$ cat config.mk
export PLATFORM = sky130hd
export DESIGN_NAME = fba_word_scan
export DESIGN_NICKNAME = d
export VERILOG_FILES = /design/src/rtl/core/fba_pkg.sv /design/src/rtl/core/fba_word_scan.sv
export SDC_FILE = /design/constraint.sdc
export NUM_CORES = 1
export LEC_CHECK = 0
export ABC_AREA = 1
export BUFFER_PORTS_ARGS = -buffer_cell sky130_fd_sc_hd__clkbuf_2
export CAP_MARGIN = 40
export CORE_ASPECT_RATIO = 1.25
export CORE_MARGIN = 1.5
export CORE_UTILIZATION = 50
export DETAILED_ROUTE_END_ITERATION = 12
export PLACE_DENSITY_LB_ADDON = 0.3
export SYNTH_ARGS = -nofsm -noshare
export SYNTH_HDL_FRONTEND = slang
export SYNTH_SLANG_ARGS = --single-unit
export TNS_END_PERCENT = 10
$ cat constraint.sdc
create_clock -name vclk -period 8.55
set_input_delay 0.4275 -clock vclk [all_inputs]
set_output_delay 0.4275 -clock vclk [all_outputs]
set_load 0.03 [all_outputs]
$ cat src/rtl/core/fba_pkg.sv
// Shared types, constants and status codes for the frame bitmap allocator.
package fba_pkg;

    // Default sizing of the frame bitmap.
    localparam int NUM_FRAMES_DEF  = 4096;
    localparam int WORD_BITS_DEF   = 32;
    localparam int FRAME_SHIFT_DEF = 12;

    // Frame count register.
    localparam int                  FRAME_COUNT_W   = 13;
    localparam logic [FRAME_COUNT_W-1:0] FRAME_COUNT_RST = 13'd4096;

    // Item kinds.
    localparam logic KIND_ALLOC = 1'b0;
    localparam logic KIND_FREE  = 1'b1;

    // Result status codes.
    localparam logic [1:0] STAT_ALLOCATED = 2'd0;
    localparam logic [1:0] STAT_MAPPED    = 2'd1;
    localparam logic [1:0] STAT_NO_MEMORY = 2'd2;
    localparam logic [1:0] STAT_FREED     = 2'd3;

    // One command item.
    typedef struct packed {
        logic        kind;
        logic [19:0] page_frame;
        logic        kernel_page;
        logic        rw_page;
        logic [31:0] free_address;
    } in_item_t;

    // One result item.
    typedef struct packed {
        logic [1:0]  status;
        logic [11:0] frame_number;
        logic        present;
        logic        user;
        logic        writable;
    } out_item_t;

    // Status of one bitmap word scan.
    typedef struct packed {
        logic found;      // A free frame below the limit sits in this word.
        logic last;       // No later word holds a frame below the limit.
        logic full_after; // The word has no clear bit once the grant is applied.
    } scan_flags_t;

endpackage

$ cat src/rtl/core/fba_word_scan.sv
// Lowest free frame search within one bitmap word, bounded by the frame limit.
module fba_word_scan
    import fba_pkg::*;
#(
    parameter int WORD_BITS = WORD_BITS_DEF,
    parameter int FB_W      = 8,
    parameter int LIM_W     = 13
)(
    input  logic [WORD_BITS-1:0]         word_data,
    input  logic [FB_W-1:0]              base,
    input  logic [LIM_W-1:0]             limit,
    output logic [$clog2(WORD_BITS)-1:0] bit_index,
    output logic [WORD_BITS-1:0]         word_new,
    output scan_flags_t                  flags
);

    localparam int WS = $clog2(WORD_BITS);
    localparam int CW = ((FB_W > LIM_W) ? FB_W : LIM_W) + 1;

    logic [WORD_BITS-1:0] in_range;
    logic [WORD_BITS-1:0] avail;
    logic [WORD_BITS-1:0] lowest;

    // A bit counts only if its frame index lies below the limit.
    always_comb
    begin
        for (int b = 0; b < WORD_BITS; b++)
        begin
            in_range[b] = (CW'(base) + CW'(b)) < CW'(limit);
        end
    end

    assign avail  = ~word_data & in_range;
    assign lowest = avail & (~avail + WORD_BITS'(1));

    // Priority encoder for the lowest available bit.
    always_comb
    begin
        bit_index = '0;
        for (int b = WORD_BITS - 1; b >= 0; b--)
        begin
            if (avail[b])
            begin
                bit_index = WS'(b);
            end
        end
    end

    assign word_new         = word_data | lowest;
    assign flags.found      = |avail;
    assign flags.last       = (CW'(base) + CW'(WORD_BITS)) >= CW'(limit);
    assign flags.full_after = &word_new;

endmodule

==> results.md <==
* Hpwl dp at 24.34 mm
* Total wire length at 30.29 mm
* Die H at 144.5 um
* Detail Route Antenna Nets at 0
* Setup repair after global routing missed its margin: no
* Slew HR at 0.4150
* Avg WL per Cell at 19.53 um
* Slew @ Worst Pin at 0.8762 ns
* Top cells by area, synth: ha_1 33%, nand2_1 12%, xor2_1 10%
* CP Data Required Time at 8.12 ns
* CP endpoint kind: output port
* Most common cell after layout, fill and taps aside: nand2_1
* Die width at 116.2 um
* Sequential area share after synthesis at 0
* CP delay by family, top: simple AND/OR/NAND/NOR gates
* Core Footprint at 15,630 um2
* CP most frequent cell: nand2_1
* Syn Nets at 1,536
* CP arrival at 5.84 ns
* Max Slew Vio Count at 0
* Final net count at 1,606
* Drt pass-1 iters at 5
* Die area at 16,780 um2
* Area growth syn-to-layout at 8.035%
* Layout cell share with drive strength beyond 1 at 0.1031
* Critical Path Max Stage Delay at 0.60 ns
* Distinct cells, synth at 48
* Netlist Area Pre-Place at 8004 um2
* All-Layer GR Usage at 0.3647
* Vias at 9,024
* Fill cell count at 1,674
* Seq_cells at 0
* Yosys top cell by area: ha_1
* Hold Fails Final Rpt at 0
* Type of the worst setup path: input port to output port
* Starting Density at 0.5120
* PwrDens at 60.52 nW/um2
* Part of the cycle the worst path needs at 0.7335
* Mean post-synth cell area at 6.297 um2
* Layout Cells excl Fill at 1,551
* Hold crit path type: input port to output port
* Initial antenna violation count at 0
* DR vias/cell at 5.818
* Peak VDD IR at 41.60 uV
* Status: complete, no violations
* I/O pins at 93
* Max Cap Viol at 0
* Leak at 0.004779 uW
* N_diodes at 0
* Minimum clock period at 6.272 ns
* Area share of the largest cell type after synthesis at 0.3314
* Register area at 0 um2
* Vias in the first global route at 8,654
* Resize count post-CTS at 0
* First-pass GRT wire length at 47.08 mm
* First DRT Iteration DRCs at 821
* Placed cells at 1,551
* Fmax at 159.4 MHz
* Final-layout clock buffer total at 0
* GPL Wtd Cong at 1.022
* Setup TNS at 0 ns
* Most frequent cells in the layout: 246 x nand2_1, 212 x ha_1, 180 x inv_1
* Post-CTS Hold Fix Bufs at 0
* Largest net degree at the start of global routing at 35
* Final Setup Violations at 0
* Startpoint types: input port
* CP max FO at 22
* Placement row count at 51
* Mapped Cells at 1,271
* Post-CTS Setup Inserts at 0
* Worst path bufs/invs at 3
* DRC violations left at 0
* Grt ovf at 0
* # port buffers at 93
* Warnings, synthesis at 0
* Highest-delay cell along the critical path: clkinv_1
## worst paths after layout
| path | start | end | slack (ns) | depth (start not counted) |
|---|---|---|---|---|
| worst min-delay path | word_data[19] | word_new[19] | 1.26 | 4 |
| worst max-delay path | base[4] | bit_index[0] | 2.28 | 39 |
## logic make-up (layout without fill, tap and decap cells)
group,Yosys count,in the layout,share of synthesized area
AO/OA/AOI/OAI,274,274,0.2078
XOR/XNOR,95,95,0.1040
adder cells (fa/ha/maj),212,212,0.3314
buffers and inverters,223,291,0.1071
AND/OR/NAND/NOR,467,467,0.2498
## power breakdown
part	switching, uW	leakage [uW]	total (uW)	internal, uW
Combinational	346	0.00478	523	177
Sequential	0	0	0	0
Clock	0	0	0	0
Total	346	0.00478	523	177
## cell type report
class / count / area, um2 / area share
multi-input combinational: 1048 / 7147 / 0.8265
inverter: 191 / 716.9 / 0.08291
timing repair buffer: 100 / 518.0 / 0.05990
tap: 212 / 265.3 / 0.03068
## routing by layer
layer  vias to the layer above  part of all wire  global-route usage
met5                         -                 0                   0
met3                       105             0.068             0.03982
met4                         0             0.054              0.1746
met1                      4098              0.40              0.4337
li1                       4410                 -                   -
met2                       411              0.48              0.6471
## synth_stat cells, drive strengths merged
cell      n
or3       2
a22oi     1
o21a      6
o31a      1
clkbuf   20
o211ai    2
o311ai    8
a21oi   125
nor3     21
a21boi    1
nor4      1
a211oi    2
o21bai   16
clkinv    3
inv     188
o221ai    1
nand3b    6
nand2   249
ha      212
or2       4
nand3    36
o31ai    10
and2      1
xnor2     3
a21o      3
nand4    29
buf      12
a31o      1
or4       2
nor2    116
o41ai     6
xor2     92
a31oi     5
o22ai     3
o21ai    83
## through the flow
stage / power [uW] / area, um2 / hold WS, ns / setup slack (ns) / util
after floorplan: 360.5 / 8004 / 1.022 / 3.157 / -
after global placement: 503.0 / 8647 / 1.260 / 2.447 / 0.5531
after detailed placement: 509.4 / 8647 / 1.262 / 2.428 / 0.5531
after CTS: 513.2 / 8647 / 1.263 / 2.416 / 0.5531
after global routing: 586.4 / 8647 / 1.298 / 1.772 / 0.5531
final: 523.3 / 8647 / 1.264 / 2.278 / 0.5531
Power figures use the tool's default switching activity.
